**src/design/pngu_pkg.sv**
```systemverilog
`timescale 1ns / 1ps
// Shared constants, types and register indexes for the PNG scanline unfilter.
package pngu_pkg;

    localparam int MAX_ROW_BYTES   = 16384;
    localparam int MAX_PIXEL_BYTES = 8;

    localparam int COL_W  = $clog2(MAX_ROW_BYTES);
    localparam int SLOT_W = (MAX_PIXEL_BYTES > 1) ? $clog2(MAX_PIXEL_BYTES) : 1;

    localparam int PPR_W     = 12;
    localparam int BPP_W     = 4;
    localparam int RPI_W     = 16;
    localparam int CFG_W     = 16;
    localparam int CFG_IDX_W = 2;

    localparam logic [CFG_IDX_W-1:0] REG_PIXELS_PER_ROW  = 2'd0;
    localparam logic [CFG_IDX_W-1:0] REG_BYTES_PER_PIXEL = 2'd1;
    localparam logic [CFG_IDX_W-1:0] REG_ROWS_PER_IMAGE  = 2'd2;

    localparam logic [2:0] FILT_NONE  = 3'd0;
    localparam logic [2:0] FILT_SUB   = 3'd1;
    localparam logic [2:0] FILT_UP    = 3'd2;
    localparam logic [2:0] FILT_AVG   = 3'd3;
    localparam logic [2:0] FILT_PAETH = 3'd4;

    localparam int QUEUE_DEPTH = 4;
    localparam int QPTR_W      = $clog2(QUEUE_DEPTH);

    typedef struct packed {
        logic              is_err;
        logic [7:0]        data;
        logic [2:0]        filter;
        logic [COL_W-1:0]  col;
        logic [SLOT_W-1:0] slot;
        logic              has_left;
        logic              first_row;
        logic              end_row;
        logic              end_image;
    } work_t;

endpackage

```
**src/design/pngu_queue.sv**
```systemverilog
`timescale 1ns / 1ps
// Short work queue between the front end and the reconstruction back end.
module pngu_queue (
    input  logic            clk,
    input  logic            rst_n,
    input  logic            push,
    input  pngu_pkg::work_t push_entry,
    input  logic            pop,
    output logic            head_valid,
    output pngu_pkg::work_t head_entry,
    output logic            full
);
    import pngu_pkg::*;

    work_t             slots_mem [QUEUE_DEPTH];
    logic [QPTR_W-1:0] wr_ptr_reg;
    logic [QPTR_W-1:0] rd_ptr_reg;
    logic [QPTR_W:0]   count_reg;

    assign head_valid = (count_reg != '0);
    assign full       = (count_reg == (QPTR_W+1)'(QUEUE_DEPTH));
    assign head_entry = slots_mem[rd_ptr_reg];

    always_ff @(posedge clk)
    begin
        if (push)
            slots_mem[wr_ptr_reg] <= push_entry;
    end

    always_ff @(posedge clk or negedge rst_n)
    begin
        if (!rst_n)
        begin
            wr_ptr_reg <= '0;
            rd_ptr_reg <= '0;
            count_reg  <= '0;
        end
        else
        begin
            if (push)
                wr_ptr_reg <= wr_ptr_reg + QPTR_W'(1);
            if (pop)
                rd_ptr_reg <= rd_ptr_reg + QPTR_W'(1);
            if (push && !pop)
                count_reg <= count_reg + (QPTR_W+1)'(1);
            else if (pop && !push)
                count_reg <= count_reg - (QPTR_W+1)'(1);
        end
    end

endmodule

```
**config.mk**
```make
export PLATFORM = sky130hd
export DESIGN_NAME = pngu_queue
export DESIGN_NICKNAME = d
export VERILOG_FILES = /design/src/design/pngu_pkg.sv /design/src/design/pngu_queue.sv
export SDC_FILE = /design/constraint.sdc
export NUM_CORES = 1
export LEC_CHECK = 0
export BUFFER_PORTS_ARGS = -buffer_cell sky130_fd_sc_hd__buf_2
export CORE_MARGIN = 3
export CORE_UTILIZATION = 56
export CTS_CLUSTER_SIZE = 30
export DETAILED_ROUTE_END_ITERATION = 10
export GPL_TIMING_DRIVEN = 0
export MAX_ROUTING_LAYER = met4
export PLACE_DENSITY = 0.78
export SYNTH_ARGS = -nofsm -noshare
export SYNTH_HDL_FRONTEND = slang
export SYNTH_SLANG_ARGS = --single-unit
```
**constraint.sdc**
```tcl
create_clock -name clk -period 2.7 [get_ports clk]
set_clock_uncertainty 0.15 [all_clocks]
set_input_delay 0.675 -clock clk [delete_from_list [all_inputs] [get_ports clk]]
set_output_delay 0.675 -clock clk [all_outputs]
set_load 0.02 [all_outputs]
```
Yosys cells after proc, flatten, opt, wreduce, memory -nomap -nowiden
Memories as Yosys holds them, arrays and structs flattened.
Index checks and enable logic that the tools add are counted.
{"block": "word_totals", "ff_bits": 7, "ram_bits": 132, "out_inout_bits": 35, "wordCells": 19, "mem_count": 1}
{"block": "op_classes", "add_sub_neg": 4, "n_eq_ne": 1, "muxes": 4, "n_reduce_logical": 6}
{"name": "slots_mem", "depth": 4, "word_bits": 33, "rd": 1, "rd_ports_with_merged_regs": 0, "wr": 1, "line": "pngu_queue.sv:15", "rtl": "work_t slots_mem [QUEUE_DEPTH];"}
{"operator": "2-to-1 mux 3 bit", "count": 2}
{"operator": "adder 2 x 1 -> 2 bit, second input constant", "count": 2}
{"operator": "adder 3 x 1 -> 3 bit, second input constant", "count": 1}
{"operator": "equality test 3 bit, second input constant", "count": 1}
{"operator": "nonzero test 3 bit", "count": 1}
{"operator": "subtractor 3 x 1 -> 3 bit, second input constant", "count": 1}
{"operator": "logical AND 1 bit", "count": 2}
{"operator": "zero test 1 bit", "count": 2}
{"operator": "2-to-1 mux 1 bit", "count": 2}
{"operator": "nonzero test 2 bit", "count": 1}

Longest topological paths before layout
{"block": "logic_depth", "ltp_word": 4, "mapped_depth": 7}

Worst setup path after synthesis
No wires, ideal clock.
{"block": "synth_path", "path_type": "in2reg", "from": "input port push", "to": "memory slots_mem[0][0] (netlist name) (enable)", "setup_ns": 0.393, "arrival_ns": 1.493, "required_time_ns": 2.157, "setup_slack_ns": 0.664, "stages": 1, "path_buffers": 0, "cell_sequence": "and2_1"}
{"block": "synth_via", "elab_chain_cells": 2}
{"item": "start: declaration", "line": "pngu_queue.sv:6", "rtl": "input logic push,"}
{"item": "2-to-1 mux 1 bit", "line": "pngu_queue.sv:26", "rtl": "if (push)"}
{"item": "2-to-1 mux 1 bit (implied by the code)", "line": "pngu_queue.sv:27", "rtl": "slots_mem[wr_ptr_reg] <= push_entry;"}
{"item": "end: declaration", "line": "pngu_queue.sv:15"}
Every way passes these cells.

==> impl_results.md <==
* Sequential fraction of the synthesis area at 0.7946
* Final setup fails at 19
* Cell variety after synth at 19
* Residual DRC count at 0
* Initial core utilization at 0.5858
* Number of global-route vias before repair at 2567
* Critical Path Sink Type: primary output
* Ys Warns at 0
* Post-synth top cells: 132 x edfxtp_1, 28 x mux4_2, 7 x dfrtp_1, 5 x ha_1, 5 x mux4_1
* Min setup slack post-route at -33.57 ps
* RSZ-0062 raised after global routing: true
* CTS tree: yes
* Critical path required time at 1880 ps
* DP Worst Slack at 486.4 ps
* Post-DP Area at 0.005704 mm²
* Die height at 102.4 µm
* Hold Fails Final Rpt at 0
* Largest net degree at the start of global routing at 34
* Root buffer cell: clkbuf_8
* Ratio of cells with drive above 1 in the final layout at 0.4813
* Worst reg2reg path depth at 3
* Tot GR Track Use at 0.1895
* Fin crit share at 1.012
* Clock-pin slew on the worst setup and hold paths at 60 ps
* Cts bufs inserted at 17
* Synth top area share at 0.7610
* Async set-reset flop share out of synthesis at 0.05036
* Routed vias/inst at 5.575
* Drt pass-1 iters at 5
* Worst IR Drop VDD at 0.0006787 V
* Status: finished with violations
* Top Ports at 72
* Pwr per Cell Area at 1212 mW/mm²
* Core area at 0.008891 mm²
* Worst-Margin Slew at 891.7 ps
* Rel. slew slack at 0.4055
* Htree depth at 4
* Most common cell in the synthesized netlist: edfxtp_1
* Mapped Nets at 250
* Ant. Diodes at 0
* FP Rows at 34
* Register bit count reported by yosys at 139
* Die Width at 102.4 µm
* Clock sink count at 139
* Gr ovfl total at 0
* Mapped Cells at 207
* Vias at 2386
* I/O Buffers at 71
* Leak at 0.002355 µW
* Area growth, synth to finish at 26.54%
* First-pass GRT wire length at 13650 µm
* FF+latch area at 0.004140 mm²
* Crit Path Category: flop to primary output
* Top post-synthesis cells by area: edfxtp_1 76%, mux4_2 12%, dfrtp_1 3.4%
* Syn Area/Cell at 25.16 µm²
* Max-cap viol count at 0
* Routability congestion estimate at 0.6723
* Hold path depth at 1
* Number of synthesized flops with an enable pin at 132
* Failing checks: setup timing
* Hold WC Path Type: primary input to flop
* WL/cell at 21.67 µm
* Multi-input logic area at 949.7 µm²
* Crit path max fanout at 7
* Max FFs per register at 132
* Clock Tree Buf Depth at 2
* Layout fillers at 495
* Maximum clock frequency at 365.8 MHz
* Pins over their slew limit at 0
* Crit path time final at 2734 ps
* Crit path launch type: flop
* Detail Route Antenna Nets at 0
* Clk_lat worst skew at 500 ps
* Nets at 350
* Die area at 0.01050 mm²
* Synthesized area at 0.005209 mm²
* Detailed Route WL at 9276 µm
* Cell taking the most area after synthesis: edfxtp_1
* Initial DRC count at 105
* Worst path arrival time at 1910 ps
* Final Cell Area at 0.006591 mm²
* Detailed placer's ending HPWL at 5153 µm
* Initial antenna violation count at 0
* Main synth FF type: edfxtp_1
cells by family after synthesis:
family,count (synthesis),share of synthesized area
adders and majority gates,6,0.01585
buffers and inverters,12,0.02042
and+or+nand+nor,9,0.009609
AOI/OAI and AO/OA,1,0.0009599
xor gates and xnor gates,6,0.01009
DFF,139,0.7946
muxes,34,0.1485
repair_timing:
| item | in CTS | in global routing |
|---|---|---|
| hold buffers | 1 | 0 |
| setup endpoints to repair | 30 | 31 |
| gates cloned | 0 | 4 |
| buffers inserted | 2 | 3 |
| hold endpoints to repair | 7 | 0 |
| resized for setup | 5 | 69 |
power by group:
part	internal, µW	switching, µW	total (µW)
Sequential	2840	136	2980
Clock	1300	821	2120
Combinational	1500	1390	2890
Total	5640	2340	7990
per-stage QoR:
stage / hold slack, ps / power (µW) / util / TNS [ps] / cells
floorplan: 229.4 / 4575 / - / 0 / 207
finish: 223.9 / 7987 / 0.7413 / -304.4 / 428
global placement: 316.2 / 5199 / 0.6410 / -8872 / 386
detailed placement: 321.2 / 5237 / 0.6416 / 0 / 386
CTS: 204.0 / 7418 / 0.7077 / -1536 / 421
global route: 213.4 / 8370 / 0.7413 / -2410 / 428
worst paths after layout:
| path | start | to | slack, ps |
|---|---|---|---|
| setup / recovery | rd_ptr_reg[0] | head_entry[10] | -30 |
| min in group asynchronous | rst_n | count_reg[2] | 380 |
| hold / removal | push_entry[3] | slots_mem[3][3] | 220 |
| setup reg to reg | wr_ptr_reg[0] | slots_mem[0][4] | 770 |
| max in group asynchronous | rst_n | rd_ptr_reg[0] | 1840 |
| hold reg to reg | count_reg[2] | count_reg[2] | 330 |
critical path: stages (launching register included):
cell and delay [ps]:
dfrtp_2 410, buf_8 170, clkbuf_16 160, mux4_2 500, buf_6 150
placed cells by master (no fill, tap or decap):
master,netlist,final
clkinv_4,0,1
dfrtp_2,0,1
clkbuf_16,0,20
clkinv_2,0,3
buf_2,4,41
mux4_2,28,33
buf_6,1,32
buf_12,3,3
and2_2,0,4
bufinv_16,0,2
xnor2_1,2,2
clkinvlp_4,0,3
buf_8,0,1
fa_1,1,1
xor2_1,4,4
clkbuf_4,0,2
nand2_1,2,2
o21ai_0,1,1
or3_1,1,1
clkbuf_8,0,1
edfxtp_1,132,132
clkbuf_1,0,2
clkinv_1,0,3
mux2_2,1,1
buf_4,0,5
dlygate4sd3_1,0,1
inv_6,0,1
ha_1,5,5
inv_1,4,4
nor3b_1,1,1
dfrtp_1,7,6
nor2_1,1,1
area by class of cell:
cell class | count | share of cell area
buffer | 8 | 0.01614
inverter | 4 | 0.002278
clock inverter | 13 | 0.01917
sequential | 139 | 0.6281
clock buffer | 19 | 0.06397
multi-input combinational | 56 | 0.1441
tap | 108 | 0.02050
timing repair buffer | 81 | 0.1057
routing by layer:
metal	track usage	routed length, µm
met1	0.2381	3948
met2	0.2964	4806
met3	0.06143	497
met4	0.06155	23
met5	-	0
No activity file was read; power rests on OpenSTA's default activity.
