==> config.mk <==
export PLATFORM = sky130hd
export DESIGN_NAME = pngu_front
export DESIGN_NICKNAME = d
export VERILOG_FILES = /design/src/design/pngu_pkg.sv /design/src/design/pngu_front.sv
export SDC_FILE = /design/constraint.sdc
export NUM_CORES = 1
export LEC_CHECK = 0
export ABC_CLOCK_PERIOD_IN_PS = 7900
export BUFFER_PORTS_ARGS = -buffer_cell sky130_fd_sc_hd__buf_2
export CAP_MARGIN = 25
export CORE_MARGIN = 4
export CORE_UTILIZATION = 50
export DETAILED_ROUTE_END_ITERATION = 10
export GPL_ROUTABILITY_DRIVEN = 0
export PLACE_DENSITY = 0.78
export RECOVER_POWER = 100
export SLEW_MARGIN = 20
export SYNTH_ARGS = -nofsm -noshare
export SYNTH_HDL_FRONTEND = slang
export SYNTH_SLANG_ARGS = --single-unit
==> constraint.sdc <==
create_clock -name clk -period 7.9 [get_ports clk]
set_input_delay 0 -clock clk [delete_from_list [all_inputs] [get_ports clk]]
set_output_delay 0 -clock clk [all_outputs]
set_load 0.05 [all_outputs]
==> src/design/pngu_pkg.sv <==
`timescale 1ns / 1ps
// Shared constants, types and register indexes for the PNG scanline unfilter.
package pngu_pkg;

    localparam int MAX_ROW_BYTES   = 16384;
    localparam int MAX_PIXEL_BYTES = 8;

    localparam int COL_W  = $clog2(MAX_ROW_BYTES);
    localparam int SLOT_W = (MAX_PIXEL_BYTES > 1) ? $clog2(MAX_PIXEL_BYTES) : 1;

    localparam int PPR_W     = 12;
    localparam int BPP_W     = 4;
    localparam int RPI_W     = 16;
    localparam int CFG_W     = 16;
    localparam int CFG_IDX_W = 2;

    localparam logic [CFG_IDX_W-1:0] REG_PIXELS_PER_ROW  = 2'd0;
    localparam logic [CFG_IDX_W-1:0] REG_BYTES_PER_PIXEL = 2'd1;
    localparam logic [CFG_IDX_W-1:0] REG_ROWS_PER_IMAGE  = 2'd2;

    localparam logic [2:0] FILT_NONE  = 3'd0;
    localparam logic [2:0] FILT_SUB   = 3'd1;
    localparam logic [2:0] FILT_UP    = 3'd2;
    localparam logic [2:0] FILT_AVG   = 3'd3;
    localparam logic [2:0] FILT_PAETH = 3'd4;

    localparam int QUEUE_DEPTH = 4;
    localparam int QPTR_W      = $clog2(QUEUE_DEPTH);

    typedef struct packed {
        logic              is_err;
        logic [7:0]        data;
        logic [2:0]        filter;
        logic [COL_W-1:0]  col;
        logic [SLOT_W-1:0] slot;
        logic              has_left;
        logic              first_row;
        logic              end_row;
        logic              end_image;
    } work_t;

endpackage

==> src/design/pngu_front.sv <==
`timescale 1ns / 1ps
// Front end: configuration registers, stream parsing, column and row tracking.
module pngu_front (
    input  logic                           clk,
    input  logic                           rst_n,
    input  logic                           cfg_we,
    input  logic [pngu_pkg::CFG_IDX_W-1:0] cfg_index,
    input  logic [pngu_pkg::CFG_W-1:0]     cfg_data,
    input  logic                           in_valid,
    output logic                           in_ready,
    input  logic [7:0]                     in_byte,
    input  logic                           image_start,
    input  logic                           q_full,
    output logic                           push,
    output pngu_pkg::work_t                push_entry
);
    import pngu_pkg::*;

    localparam int PROD_W = PPR_W + BPP_W;
    localparam int RB_W   = COL_W + 1;
    localparam int CMP_W  = (RB_W > PROD_W) ? RB_W : PROD_W;
    localparam int ROW_W  = RPI_W + 1;

    logic [PPR_W-1:0]  ppr_reg;
    logic [BPP_W-1:0]  bpp_reg;
    logic [RPI_W-1:0]  rpi_reg;

    logic [COL_W-1:0]  col_reg, col_next;
    logic [RPI_W-1:0]  row_reg, row_next;
    logic [2:0]        filter_reg, filter_next;
    logic              await_reg, await_next;
    logic              first_reg, first_next;
    logic              err_reg, err_next;
    logic [SLOT_W-1:0] rem_reg  [MAX_PIXEL_BYTES];
    logic [SLOT_W-1:0] rem_next [MAX_PIXEL_BYTES];

    logic              accept;
    logic [PPR_W-1:0]  ppr_eff;
    logic [BPP_W-1:0]  bpp_eff;
    logic [BPP_W-1:0]  bpp_m1;
    logic [RPI_W-1:0]  rpi_eff;
    logic [PROD_W-1:0] prod;
    logic [CMP_W-1:0]  row_bytes;
    logic [CMP_W-1:0]  col_inc;
    logic [ROW_W-1:0]  row_inc;
    logic              end_row;
    logic              end_image;
    logic [SLOT_W-1:0] slot;

    assign in_ready = !q_full;
    assign accept   = in_valid && in_ready;

    always_comb
    begin
        ppr_eff = (ppr_reg == '0) ? PPR_W'(1) : ppr_reg;
        if (bpp_reg == '0)
            bpp_eff = BPP_W'(1);
        else if (bpp_reg > BPP_W'(MAX_PIXEL_BYTES))
            bpp_eff = BPP_W'(MAX_PIXEL_BYTES);
        else
            bpp_eff = bpp_reg;
        rpi_eff = (rpi_reg == '0) ? RPI_W'(1) : rpi_reg;
        bpp_m1  = bpp_eff - BPP_W'(1);
        prod    = PROD_W'(ppr_eff) * PROD_W'(bpp_eff);
        if (CMP_W'(prod) > CMP_W'(MAX_ROW_BYTES))
            row_bytes = CMP_W'(MAX_ROW_BYTES);
        else
            row_bytes = CMP_W'(prod);
    end

    always_comb
    begin
        col_next    = col_reg;
        row_next    = row_reg;
        filter_next = filter_reg;
        await_next  = await_reg;
        first_next  = first_reg;
        err_next    = err_reg;
        rem_next    = rem_reg;
        push        = 1'b0;
        push_entry  = '0;
        col_inc     = '0;
        row_inc     = '0;
        end_row     = 1'b0;
        end_image   = 1'b0;
        slot        = '0;

        if (accept)
        begin
            if (image_start)
            begin
                err_next   = 1'b0;
                row_next   = '0;
                col_next   = '0;
                first_next = 1'b1;
                await_next = 1'b1;
            end
            if (!err_next)
            begin
                if (await_next)
                begin
                    if (in_byte > 8'(FILT_PAETH))
                    begin
                        err_next          = 1'b1;
                        push              = 1'b1;
                        push_entry.is_err = 1'b1;
                    end
                    else
                    begin
                        filter_next = in_byte[2:0];
                        await_next  = 1'b0;
                        col_next    = '0;
                        for (int i = 0; i < MAX_PIXEL_BYTES; i++)
                        begin
                            rem_next[i] = '0;
                        end
                    end
                end
                else
                begin
                    slot      = rem_next[bpp_m1[SLOT_W-1:0]];
                    col_inc   = CMP_W'(col_next) + CMP_W'(1);
                    row_inc   = ROW_W'(row_next) + ROW_W'(1);
                    end_row   = col_inc >= row_bytes;
                    end_image = end_row && (row_inc >= ROW_W'(rpi_eff));

                    push                 = 1'b1;
                    push_entry.data      = in_byte;
                    push_entry.filter    = filter_next;
                    push_entry.col       = col_next;
                    push_entry.slot      = slot;
                    push_entry.has_left  = CMP_W'(col_next) >= CMP_W'(bpp_eff);
                    push_entry.first_row = first_next;
                    push_entry.end_row   = end_row;
                    push_entry.end_image = end_image;

                    col_next = col_inc[COL_W-1:0];
                    for (int i = 0; i < MAX_PIXEL_BYTES; i++)
                    begin
                        if (rem_next[i] == SLOT_W'(i))
                            rem_next[i] = '0;
                        else
                            rem_next[i] = rem_next[i] + SLOT_W'(1);
                    end

                    if (end_row)
                    begin
                        col_next   = '0;
                        await_next = 1'b1;
                        first_next = 1'b0;
                        row_next   = row_inc[RPI_W-1:0];
                        for (int i = 0; i < MAX_PIXEL_BYTES; i++)
                        begin
                            rem_next[i] = '0;
                        end
                        if (end_image)
                        begin
                            row_next   = '0;
                            first_next = 1'b1;
                        end
                    end
                end
            end
        end
    end

    always_ff @(posedge clk or negedge rst_n)
    begin
        if (!rst_n)
        begin
            ppr_reg    <= PPR_W'(1);
            bpp_reg    <= BPP_W'(4);
            rpi_reg    <= RPI_W'(1);
            col_reg    <= '0;
            row_reg    <= '0;
            filter_reg <= FILT_NONE;
            await_reg  <= 1'b1;
            first_reg  <= 1'b1;
            err_reg    <= 1'b0;
            for (int i = 0; i < MAX_PIXEL_BYTES; i++)
            begin
                rem_reg[i] <= '0;
            end
        end
        else
        begin
            if (cfg_we)
            begin
                case (cfg_index)
                    REG_PIXELS_PER_ROW:  ppr_reg <= cfg_data[PPR_W-1:0];
                    REG_BYTES_PER_PIXEL: bpp_reg <= cfg_data[BPP_W-1:0];
                    REG_ROWS_PER_IMAGE:  rpi_reg <= cfg_data[RPI_W-1:0];
                    default:             ;
                endcase
            end
            col_reg    <= col_next;
            row_reg    <= row_next;
            filter_reg <= filter_next;
            await_reg  <= await_next;
            first_reg  <= first_next;
            err_reg    <= err_next;
            rem_reg    <= rem_next;
        end
    end

endmodule

Word-level counts from Yosys, hierarchy flattened
Index checks and enable logic that the tools add are counted.

Register bits after elaboration: 92. Input bits: 32. Output and inout port bits: 35.

Mux-type cells: 52. Eq/ne operators: 10. Order comparisons: 7. Reduce and logical (&&, ||, !) cells: 13. Bitwise logic cells: 3. Add/subtract/negate cells: 11. $mul: 1.

Operator list (count): 16-bit 2-to-1 mux (8); 14-bit 2-to-1 mux (6); 24-bit 2-to-1 mux (3); 33-bit 2-to-1 mux (2); 32-bit 2-to-1 mux (1); 3-bit 2-to-1 mux (10); 3-bit by 1-bit adder with 3-bit output (second input constant) (8); 1-bit 2-to-1 mux (18); 16-bit by 1-bit adder with 17-bit output (second input constant) (1); 17-bit by 16-bit greater-or-equal comparator with 1-bit output (1); 15-bit by 16-bit greater-or-equal comparator with 1-bit output (1); 16-bit by 15-bit > comparator with 1-bit output (second input constant) (1); 16-bit logical NOT (1); 12-bit by 4-bit multiplier with 16-bit output (1); 14-bit by 1-bit adder with 15-bit output (second input constant) (1); 14-bit by 4-bit greater-or-equal comparator with 1-bit output (1); 3-bit == test (second input constant) (4); 12-bit logical NOT (1); 12-bit 2-to-1 mux (1); 3-bit binary-select mux with 3-bit select (1); 8-bit by 3-bit > comparator with 1-bit output (second input constant) (1); 4-bit 2-to-1 mux (2); 3-bit by 2-bit == test with 1-bit output (second input constant) (2); 2-bit AND reduction (3); other kinds (16) (18).

Logic depth before layout (Yosys ltp)
Gate-level depths: netlist of the first run.

Depth in word-level cells: 12. Mapped depth: 28. Mapped depth without buffers: 25.

Worst setup path before layout of the first run
Ideal clock, no wire load.

Path kind: flip-flop to flip-flop. From: register ppr_reg[4]. To: register row_reg[10]. Setup time: 195 ps. Data required time: 7705 ps. Setup slack: 1142 ps. Stages on the path, launching flop included: 25. Path buffers: 1. Data arrival time: 6563 ps. Cell sequence: dfrtp_1 -> nor4_1 -> a31oi_1 -> nand2b_1 -> fa_1 -> fa_1 -> fa_1 -> nor2b_1 -> o2111ai_1 -> a21oi_1 -> nor2_1 -> a31oi_1 -> xor2_1 -> o21ai_2 -> nor3b_2 -> ha_1 -> nand2b_1 -> a21o_1 -> a21oi_1 -> o21ai_0 -> a41o_1 -> clkbuf_1 -> nand2_1 -> nor3_1 -> nor3_1.

Longest elaborated chain between the ends: 11.

RTL lines: from (decl) (line pngu_front.sv:24) `logic [PPR_W-1:0] ppr_reg;`; from (signal assigned) (line pngu_front.sv:190) `REG_PIXELS_PER_ROW: ppr_reg <= cfg_data[PPR_W-1:0];`; 12-bit logical NOT (line pngu_front.sv:55) `ppr_eff = (ppr_reg == '0) ? PPR_W'(1) : ppr_reg;`; 12-bit 2-to-1 mux * (line pngu_front.sv:55); 12-bit by 4-bit multiplier with 16-bit output * (line pngu_front.sv:64) `prod = PROD_W'(ppr_eff) * PROD_W'(bpp_eff);`; 16-bit by 15-bit > comparator with 1-bit output (line pngu_front.sv:65) `if (CMP_W'(prod) > CMP_W'(MAX_ROW_BYTES))`; 16-bit 2-to-1 mux * (line pngu_front.sv:65); 15-bit by 16-bit greater-or-equal comparator with 1-bit output * (line pngu_front.sv:124) `end_row = col_inc >= row_bytes;`; 1-bit logical AND (line pngu_front.sv:125) `end_image = end_row && (row_inc >= ROW_W'(rpi_eff));`; 16-bit 2-to-1 mux (line pngu_front.sv:156) `if (end_image)`; 16-bit 2-to-1 mux * (line pngu_front.sv:146) `if (end_row)`; 16-bit 2-to-1 mux * (line pngu_front.sv:100) `if (await_next)`; 16-bit 2-to-1 mux * (line pngu_front.sv:98) `if (!err_next)`; to (signal assigned) (line pngu_front.sv:197) `row_reg <= row_next;`; to (decl) (line pngu_front.sv:29) `logic [RPI_W-1:0] row_reg, row_next;`.

Mark *: on every way between the ends. The rest lies on a longest branch, timed or not. A chain may end at the register's enable or synchronous reset.

Worst setup path after layout of the first run
From: register bpp_reg[3]. To: register rem_reg[5] (netlist bit).

Longest elaborated chain between the ends: 9. Elaborated cells on any way between the ends: 10.

RTL lines: from (decl) (line pngu_front.sv:25) `logic [BPP_W-1:0] bpp_reg;`; from (signal assigned) (line pngu_front.sv:191) `REG_BYTES_PER_PIXEL: bpp_reg <= cfg_data[BPP_W-1:0];`; 4-bit > comparator (line pngu_front.sv:58) `else if (bpp_reg > BPP_W'(MAX_PIXEL_BYTES))`; 4-bit 2-to-1 mux (line pngu_front.sv:58); 4-bit 2-to-1 mux * (line pngu_front.sv:56) `if (bpp_reg == '0)`; 12-bit by 4-bit multiplier with 16-bit output * (line pngu_front.sv:64); 16-bit by 15-bit > comparator with 1-bit output (line pngu_front.sv:65); 16-bit 2-to-1 mux * (line pngu_front.sv:65); 15-bit by 16-bit greater-or-equal comparator with 1-bit output * (line pngu_front.sv:124); 24-bit 2-to-1 mux * (line pngu_front.sv:146); 24-bit 2-to-1 mux * (line pngu_front.sv:100); to (signal assigned) (line pngu_front.sv:202) `rem_reg <= rem_next;`; to (decl) (line pngu_front.sv:34) `logic [SLOT_W-1:0] rem_reg [MAX_PIXEL_BYTES];`.

Marks and branches as above.

==> results.cfg, run 1 <==
[sta]
worst_pin_slew_ns = 2.66
post-route-period-util_pct = 91.3
whs_ns = 0.151
max_freq_mhz = 139
drv_slew = 132
rsz0062_at_grt = no
hold_viol_final = 0
fin_worst_skew_ns = 0.00825
finalSetupViolCount = 0
maxSlewHeadroom_pct = -77.2
fin_tns_setup_ns = 0
min_period_ns = 7.22

[synthesis]
async_flop_share_pct = 100
synth_edf_count = 0
ys_types = 73
synth_area_leader_cell = dfrtp_1
ys.flop_type = dfrtp_1
syn_area_mm2 = 0.00758
yosys_warnings = 0
seq_area_frac_synth_pct = 30.5
ys_ff_latch = 92
synth.net_count = 943
yosysTopAreaCellShare_pct = 28.7
avgSynthCellArea_um2 = 9.17
syn-instance-count = 826
synth_area_leaders = dfrtp_1 (29%), ha_1 (11%), fa_1 (5.3%)

[floorplanning]
die_height_um = 131
core_area_mm2 = 0.0147
rows = 44
start_util_pct = 51.6
die_area_mm2 = 0.0172
die_width_um = 131
io_pins = 67

[pwr]
switching_share_pct = 39.5
power.switching_mw = 0.782
combPwrFrac_pct = 44.6
p_int_mw = 1.20
powerDensity_mw_per_mm2 = 233
total_power_mw = 1.98
leakage_nw = 4.19
p_clk_share_pct = 24.0
seqPwrFrac_pct = 31.4
peakVddDrop_uv = 203

[grt]
overflow = 0
grt_pass1_wl_um = 30700
antenna_found_initial = 0
grt_max_degree = 51
grt_usage_pct = 21.4
grt_pass1_vias = 6276

[worst_setup_path]
startpoint_type = flop
cp-end-kind = flop
worst_ep_required_time_ns = 8.20
critPathKind = reg2reg
cp_data_arrival_time_ns = 7.51
crit_fanout = 24

[final_layout]
nNetsFinal = 1016
largest_register_ffs = 24
stdcell_count = 1088
area_growth_pct = 12.3
antenna_cells = 0
n_fill_cell = 1297
drive_gt1_share_pct = 12.6

[place]
port_buffers = 66
dp_hpwl_um = 13500
dp_cells = 1052

[drt]
drc = 0
top_layer_used = met4
drt_iter0_markers = 513
vias = 6375
dr.pass1.iters = 5
wl_met3_um = 882
ant_nets = 0
wl_met1_um = 8370
routedWlPerCell_um = 16.7
finalWirelength_um = 18200
met2_length_um = 8550
vias_per_cell = 5.86

[outcome]
outcome = finished with violations
violations = capacitance limit, slew limit

[cts]
cts_resized = 0
cts_buffer_depth = 2
cts_sinks = 92
tritoncts = yes
cts_inserted_buffers = 9
htreeDepth = 3
clk_latency_ns = 0.35
cts-root-buf = clkbuf_16
clk_pin_slew_ns = 0.07

[job]
cap_viol_max_count = 3

[min_path]
hp-class = in2reg
[critical path: stages, from the launching register on]
cell and delay (ns):
dfrtp_1 0.52, nor2b_1 0.66, nand2_1 0.17, fa_1 0.51, fa_1 0.54, fa_1 0.49, nor2b_1 0.22, o2111ai_1 0.15
a21oi_1 0.23, nor2_1 0.11, a2111oi_0 0.42, nand4_1 0.18, o21ai_2 0.16, nor3b_1 0.27, ha_1 0.27, nand2b_1 0.15
a21o_1 0.18, a21oi_1 0.14, o21ai_0 0.09, a41o_1 0.40, a21oi_1 0.61, buf_4 0.40, and4b_1 0.23, a21o_1 0.08
[layout by cell type, fill, tap and decap left out, types with 8 or more instances in the layout]
| cell | synthesis | final |
|---|---|---|
| xnor2_1 | 16 | 16 |
| nor2b_1 | 19 | 19 |
| mux2_2 | 35 | 35 |
| nand4_1 | 10 | 10 |
| o21ai_0 | 31 | 31 |
| nand2_1 | 63 | 63 |
| xor2_1 | 16 | 16 |
| a22o_1 | 24 | 24 |
| and2_1 | 32 | 32 |
| nor2_1 | 43 | 43 |
| nor3_1 | 20 | 20 |
| fa_1 | 20 | 20 |
| ha_1 | 65 | 65 |
| clkbuf_1 | 21 | 39 |
| clkbuf_16 | 0 | 9 |
| mux2i_1 | 8 | 8 |
| and3_1 | 34 | 34 |
| a21oi_1 | 35 | 36 |
| buf_2 | 6 | 29 |
| nor4_1 | 8 | 8 |
| dlygate4sd3_1 | 0 | 20 |
| a21o_1 | 18 | 18 |
| inv_1 | 78 | 78 |
| nand2b_1 | 8 | 8 |
| a31oi_1 | 8 | 8 |
| dfrtp_1 | 87 | 87 |
| nand3_1 | 27 | 27 |
[synthesized netlist by cell type (3+ instances only)]
cell and instances:
dfrtp_1 87, inv_1 78, ha_1 65, nand2_1 63
nor2_1 43, a21oi_1 35, mux2_2 35, and3_1 34
and2_1 32, o21ai_0 31, nand3_1 27, a22o_1 24
clkbuf_1 21, fa_1 20, nor3_1 20, nor2b_1 19
a21o_1 18, xnor2_1 16, xor2_1 16, nand4_1 10
a31oi_1 8, mux2i_1 8, nand2b_1 8, nor4_1 8
a211oi_1 6, buf_2 6, mux4_2 6, nand3b_1 6
dfstp_2 5, or3_1 5, nor3b_1 4, o21a_1 4
a21o_2 3, a221oi_1 3, or2_2 3
[cells by family (layout without fill, tap and decap cells)]
kind of cell | Yosys count | in the layout | synth area share (%)
XOR/XNOR | 32 | 32 | 3.70
AO/OA/AOI/OAI | 161 | 161 | 14.7
flip-flops | 92 | 92 | 30.5
adder cells (fa/ha/maj) | 85 | 85 | 16.0
buffers and inverters | 109 | 187 | 5.75
multiplexers | 49 | 49 | 8.04
AND/OR/NAND/NOR | 298 | 298 | 21.4
[metrics by stage]
stage / area (µm²) / setup slack, ns / util [%]
2_1_floorplan: 7580 / 1.14 / -
3_3_place_gp: 8050 / 1.35 / 54.8
3_5_place_dp: 8050 / 1.05 / 54.8
4_1_cts: 8570 / 0.823 / 58.3
5_1_grt: 8510 / 0.0858 / 57.9
6_report: 8510 / 0.685 / 57.9
[power by group through the flow]
stage,registers [mW],clock network [mW],logic (mW)
after floorplan,0.597,0,0.693
after global placement,0.623,0,0.855
after detailed placement,0.627,0,0.875
after CTS,0.620,0.482,0.891
after global routing,0.632,0.501,1.01
final,0.622,0.476,0.884
[final timing paths]
path	slack, ns	cells after the start	end	from
min reg2reg	0.49	2	first_reg	first_reg
max in group asynchronous	3.63	3	row_reg[6]	rst_n
max reg2reg	0.68	23	rem_reg[5]	bpp_reg[3]
min in group asynchronous	0.87	2	row_reg[13]	rst_n
min	0.15	3	err_reg	in_valid
max	0.68	23	rem_reg[5]	bpp_reg[3]
[layer usage]
metal  global-route usage, %  vias up
met5                       0        -
met4                    7.53        0
met3                    3.52       27
met2                    35.6      165
met1                    28.4     3115
li1                        -     3068
[cell type report]
class | instances | area [µm²] | area share, %
well taps | 184 | 230 | 2.71
flip-flops and latches | 92 | 2310 | 27.1
inverters | 78 | 293 | 3.44
clock buffers | 10 | 229 | 2.69
repair buffers | 93 | 531 | 6.23
clock inverters | 6 | 93.8 | 1.10
multi-input cells | 625 | 4830 | 56.7
[timing repair]
item	in CTS	in global routing
hold endpoints to repair	74	0
buffers inserted	0	0
hold buffers	20	0
(Power assumes the default switching activity.)
==> inputs of run 2 (changes only) <==
- PLACE_DENSITY: 0.78 -> not set
- PLACE_DENSITY_LB_ADDON: not set -> 0.25
==> results.cfg, run 2 (synthesis gave the netlist of run 1 again) <==
[outcome]
outcome = finished with violations
violations = capacitance limit, slew limit

[job]
cap_viol_max_count = 2

[floorplanning]
rows = 44
die_width_um = 131
die_height_um = 131
die_area_mm2 = 0.0172
start_util_pct = 51.6
io_pins = 67
core_area_mm2 = 0.0147

[worst_setup_path]
worst_ep_required_time_ns = 7.90
critPathKind = reg2out
cp_data_arrival_time_ns = 7.08
r2r_cells = 23
startpoint_type = flop
cp-end-kind = primary output
crit_fanout = 16

[sta]
whs_ns = 0.101
fin_tns_setup_ns = 0
finalSetupViolCount = 0
drv_slew = 95
maxSlewHeadroom_pct = -112
fin_worst_skew_ns = 0.00605
worst_pin_slew_ns = 3.17
post-route-period-util_pct = 89.6
hold_viol_final = 0
max_freq_mhz = 141
rsz0062_at_grt = no
min_period_ns = 7.08
setup_slack_ns = 0.824

[drt]
drc = 0
finalWirelength_um = 17200
ant_nets = 0
dr.pass1.iters = 5
vias = 6169
routedWlPerCell_um = 15.8
vias_per_cell = 5.67
drt_iter0_markers = 325

[grt]
overflow = 0
grt_max_degree = 61
grt_usage_pct = 20.2
grt_pass1_vias = 6014
grt_pass1_wl_um = 29300
antenna_found_initial = 0

[final_layout]
final_common_cell = dfrtp_1
antenna_cells = 0
area_growth_pct = 12.3
design_area_mm2 = 0.00851
n_fill_cell = 1331
seq_area_mm2 = 0.00231
drive_gt1_share_pct = 12.8
layout_common_cells = dfrtp_1 (87), inv_1 (78), ha_1 (65)
nNetsFinal = 1016
largest_register_ffs = 24
multi_input_area_mm2 = 0.00483

[cts]
htreeDepth = 3
cts-root-buf = clkbuf_16
clk_latency_ns = 0.35
clk_pin_slew_ns = 0.07
tritoncts = yes
cts_inserted_buffers = 9
cts.hold.buffers_added = 20
cts_buffer_depth = 2
cts_resized = 0
cts_setup_buffers = 0
cts_sinks = 92

[place]
place_ws_ns = 0.996
port_buffers = 66
dp_hpwl_um = 13200
place_area_mm2 = 0.00805

[pwr]
peakVddDrop_uv = 161
powerDensity_mw_per_mm2 = 230
leakage_nw = 4.19

[min_path]
min_path_cells = 3
hp-class = in2reg
## run 2: cell count changes in the layout (fill, tap and decap cells not counted), sizes merged
cell      previous run  this run
clkinvlp             1         0
inv                 80        79
clkinv               1         3
## run 2: report_power, final
group	total [mW]	switching, mW	internal (mW)
sequential	0.620	0.0803	0.540
combinational	0.874	0.497	0.378
clock	0.461	0.184	0.278
total	1.96	0.760	1.20
## run 2: worst paths after layout
kind / from / endpoint / slack (ns)
max in group asynchronous: rst_n / col_reg[13] / 3.49
worst max register to register: bpp_reg[3] / rem_reg[12] / 0.84
worst min register to register: first_reg / first_reg / 0.49
min in group asynchronous: rst_n / rpi_reg[13] / 0.66
worst max-delay path: bpp_reg[3] / push_entry[0] / 0.82
worst min-delay path: in_valid / err_reg / 0.10
## run 2: final cells by class
type	count	share of cell area [%]
clock buffers	10	2.69
clock inverters	6	1.03
inverters	78	3.44
multi-input cells	625	56.8
flip-flops and latches	92	27.1
well taps	184	2.71
repair buffers	93	6.22
## run 2: metrics by stage
step | power [mW] | cells | util (%)
2_1_floorplan | 1.29 | 826 | -
3_3_place_gp | 1.48 | 1052 | 54.8
3_5_place_dp | 1.50 | 1052 | 54.8
4_1_cts | 1.98 | 1088 | 58.3
5_1_grt | 2.12 | 1088 | 57.9
6_report | 1.96 | 1088 | 57.9
## run 2: routing by layer
layer  share of wire [%]  vias to the layer above  track usage, %
met5                   0                        -               0
met2                  46                      123            32.6
met3                 3.6                       27            3.59
li1                    -                     3071               -
met1                  48                     2948            28.2
met4                 1.9                        0            6.01
## run 2: worst max-delay path: stages, from the launching register on
cell       delay, ns
dfrtp_1         0.51
nor2b_1         0.69
nand2_1         0.18
fa_1            0.52
fa_1            0.54
fa_1            0.48
nor2b_1         0.22
o2111ai_1       0.15
a21oi_1         0.24
nor2_1          0.11
a31oi_1         0.20
xor2_1          0.31
o21ai_2         0.15
nor3b_1         0.17
ha_1            0.29
nand2b_1        0.10
a21o_1          0.11
a21oi_1         0.06
o21ai_0         0.14
a41o_1          0.45
nand2_1         0.23
nor3_1          0.50
clkbuf_2        0.37
==> inputs of run 3 (changes only) <==
- ABC_CLOCK_PERIOD_IN_PS: 7900 -> 7000
- clock period: 7.9 -> 7 ns (I/O delays scaled with it)
==> results.cfg, run 3 (synthesis gave the netlist of run 1 again) <==
[final_layout]
drive_gt1_share_pct = 13.6
largest_register_ffs = 24
multi_input_area_mm2 = 0.00485
area_growth_pct = 12.7
nNetsFinal = 1019
seq_area_mm2 = 0.00231
antenna_cells = 0
design_area_mm2 = 0.00854
layout_common_cells = dfrtp_1 (87), inv_1 (78), ha_1 (65)
final_common_cell = dfrtp_1
n_fill_cell = 1323

[sta]
max_freq_mhz = 153
rsz0062_at_grt = no
worst_pin_slew_ns = 2.68
post-route-period-util_pct = 93.1
min_period_ns = 6.52
fin_tns_setup_ns = 0
maxSlewHeadroom_pct = -78.7
fin_worst_skew_ns = 0.00871
finalSetupViolCount = 0
drv_slew = 51
hold_viol_final = 0

[floorplanning]
die_height_um = 131
die_area_mm2 = 0.0172
core_area_mm2 = 0.0147
die_width_um = 131
start_util_pct = 51.6
rows = 44
io_pins = 67

[cts]
cts_sinks = 92
clk_latency_ns = 0.36
cts_buffer_depth = 2
htreeDepth = 3
cts_setup_buffers = 0
tritoncts = yes
cts_inserted_buffers = 9
clk_pin_slew_ns = 0.07
cts-root-buf = clkbuf_16

[worst_setup_path]
startpoint = ppr_reg[4]
cp_data_arrival_time_ns = 6.52
startpoint_type = flop
crit_fanout = 11
cpLargestDelayFamily = adder cells
worst-path-buf-inv = 1
max_stage_delay_ns = 0.54
crit_path_top_delay_cell = fa_1
path_cells = nor4_2, a31oi_1, nand2b_1, fa_1, fa_1, fa_1, nor2b_1, o2111ai_1, a21oi_1, nor2_1, a31oi_1, xor2_1, o21ai_2, nor3b_2, ha_1, nand2b_1, a21o_1, a21oi_1, o21ai_0, a41o_2, nand2_1, nor3_4, buf_2
crit_top_cell = fa_1
critPathKind = reg2out
cp-end-kind = primary output
worst_ep_required_time_ns = 7.00
r2r-start = bpp_reg[3]

[drt]
dr.pass1.iters = 5
ant_nets = 0
drc = 0
routedWlPerCell_um = 16.3
finalWirelength_um = 17700
drt_iter0_markers = 366
vias_per_cell = 5.74
vias = 6261

[pwr]
peakVddDrop_uv = 201
leakage_nw = 4.22
powerDensity_mw_per_mm2 = 259

[grt]
grt_usage_pct = 20.9
antenna_found_initial = 0
grt_pass1_vias = 6111
grt_max_degree = 75
overflow = 0
grt_pass1_wl_um = 30200

[outcome]
outcome = finished with violations
violations = capacitance limit, slew limit

[place]
dp_hpwl_um = 13300
place_area_mm2 = 0.00807
port_buffers = 66

[min_path]
hp-start = in_valid
hp-class = in2reg

[job]
cap_viol_max_count = 1
[run 3: routing by layer]
| metal | global-route usage [%] | wire [µm] | vias up |
|---|---|---|---|
| met5 | 0 | 0 | - |
| met4 | 5.72 | 229 | 0 |
| met3 | 3.63 | 692 | 19 |
| met2 | 34.4 | 8280 | 144 |
| met1 | 28.8 | 8530 | 3015 |
| li1 | - | - | 3083 |
[run 3: stage by stage]
stage                     total power, mW  worst slack (ns)  hold slack [ns]  instances  util [%]
after floorplan                      1.45             0.242           -0.296        826         -
after global placement               1.68             0.691           -0.111       1054      54.9
after detailed placement             1.69             0.479           -0.113       1054      54.9
after CTS                            2.22            0.0740           0.0438       1090      58.3
after global routing                 2.39            0.0141            0.110       1091      58.1
final                                2.21             0.481           0.0695       1091      58.1
[run 3: what timing repair did]
action,CTS,global route
resized for setup,0,7
hold buffers,20,0
setup endpoints to repair,0,12
hold endpoints to repair,53,0
[run 3: cell type report]
type,instances,area share [%]
timing repair buffer,96,6.46
sequential,92,27.0
tap,184,2.70
clock inverter,7,0.923
inverter,78,3.43
clock buffer,9,2.64
multi-input combinational,625,56.8
[run 3: tightest hold or removal path, delay by kind of cell]
family                 cells  cell delay [ns]
AOI/OAI and AO/OA          1             0.10
buffers and inverters      1             0.10
and+or+nand+nor            1             0.18
[run 3: power by group]
group / total (mW) / internal, mW / leakage [nW] / switching, mW
combinational: 0.996 / 0.431 / 2.88 / 0.565
sequential: 0.701 / 0.609 / 1.18 / 0.0916
clock: 0.512 / 0.283 / 0.152 / 0.229
total: 2.21 / 1.32 / 4.22 / 0.885
[run 3: path summary, 6_finish.rpt]
check | endpoint | slack, ns | cells past startpoint
min | err_reg | 0.07 | 3
min in group asynchronous | row_reg[11] | 0.34 | 2
max | push_entry[0] | 0.48 | 23
min reg2reg | first_reg | 0.49 | 2
max reg2reg | rem_reg[5] | 0.52 | 26
max in group asynchronous | col_reg[8] | 2.54 | 4
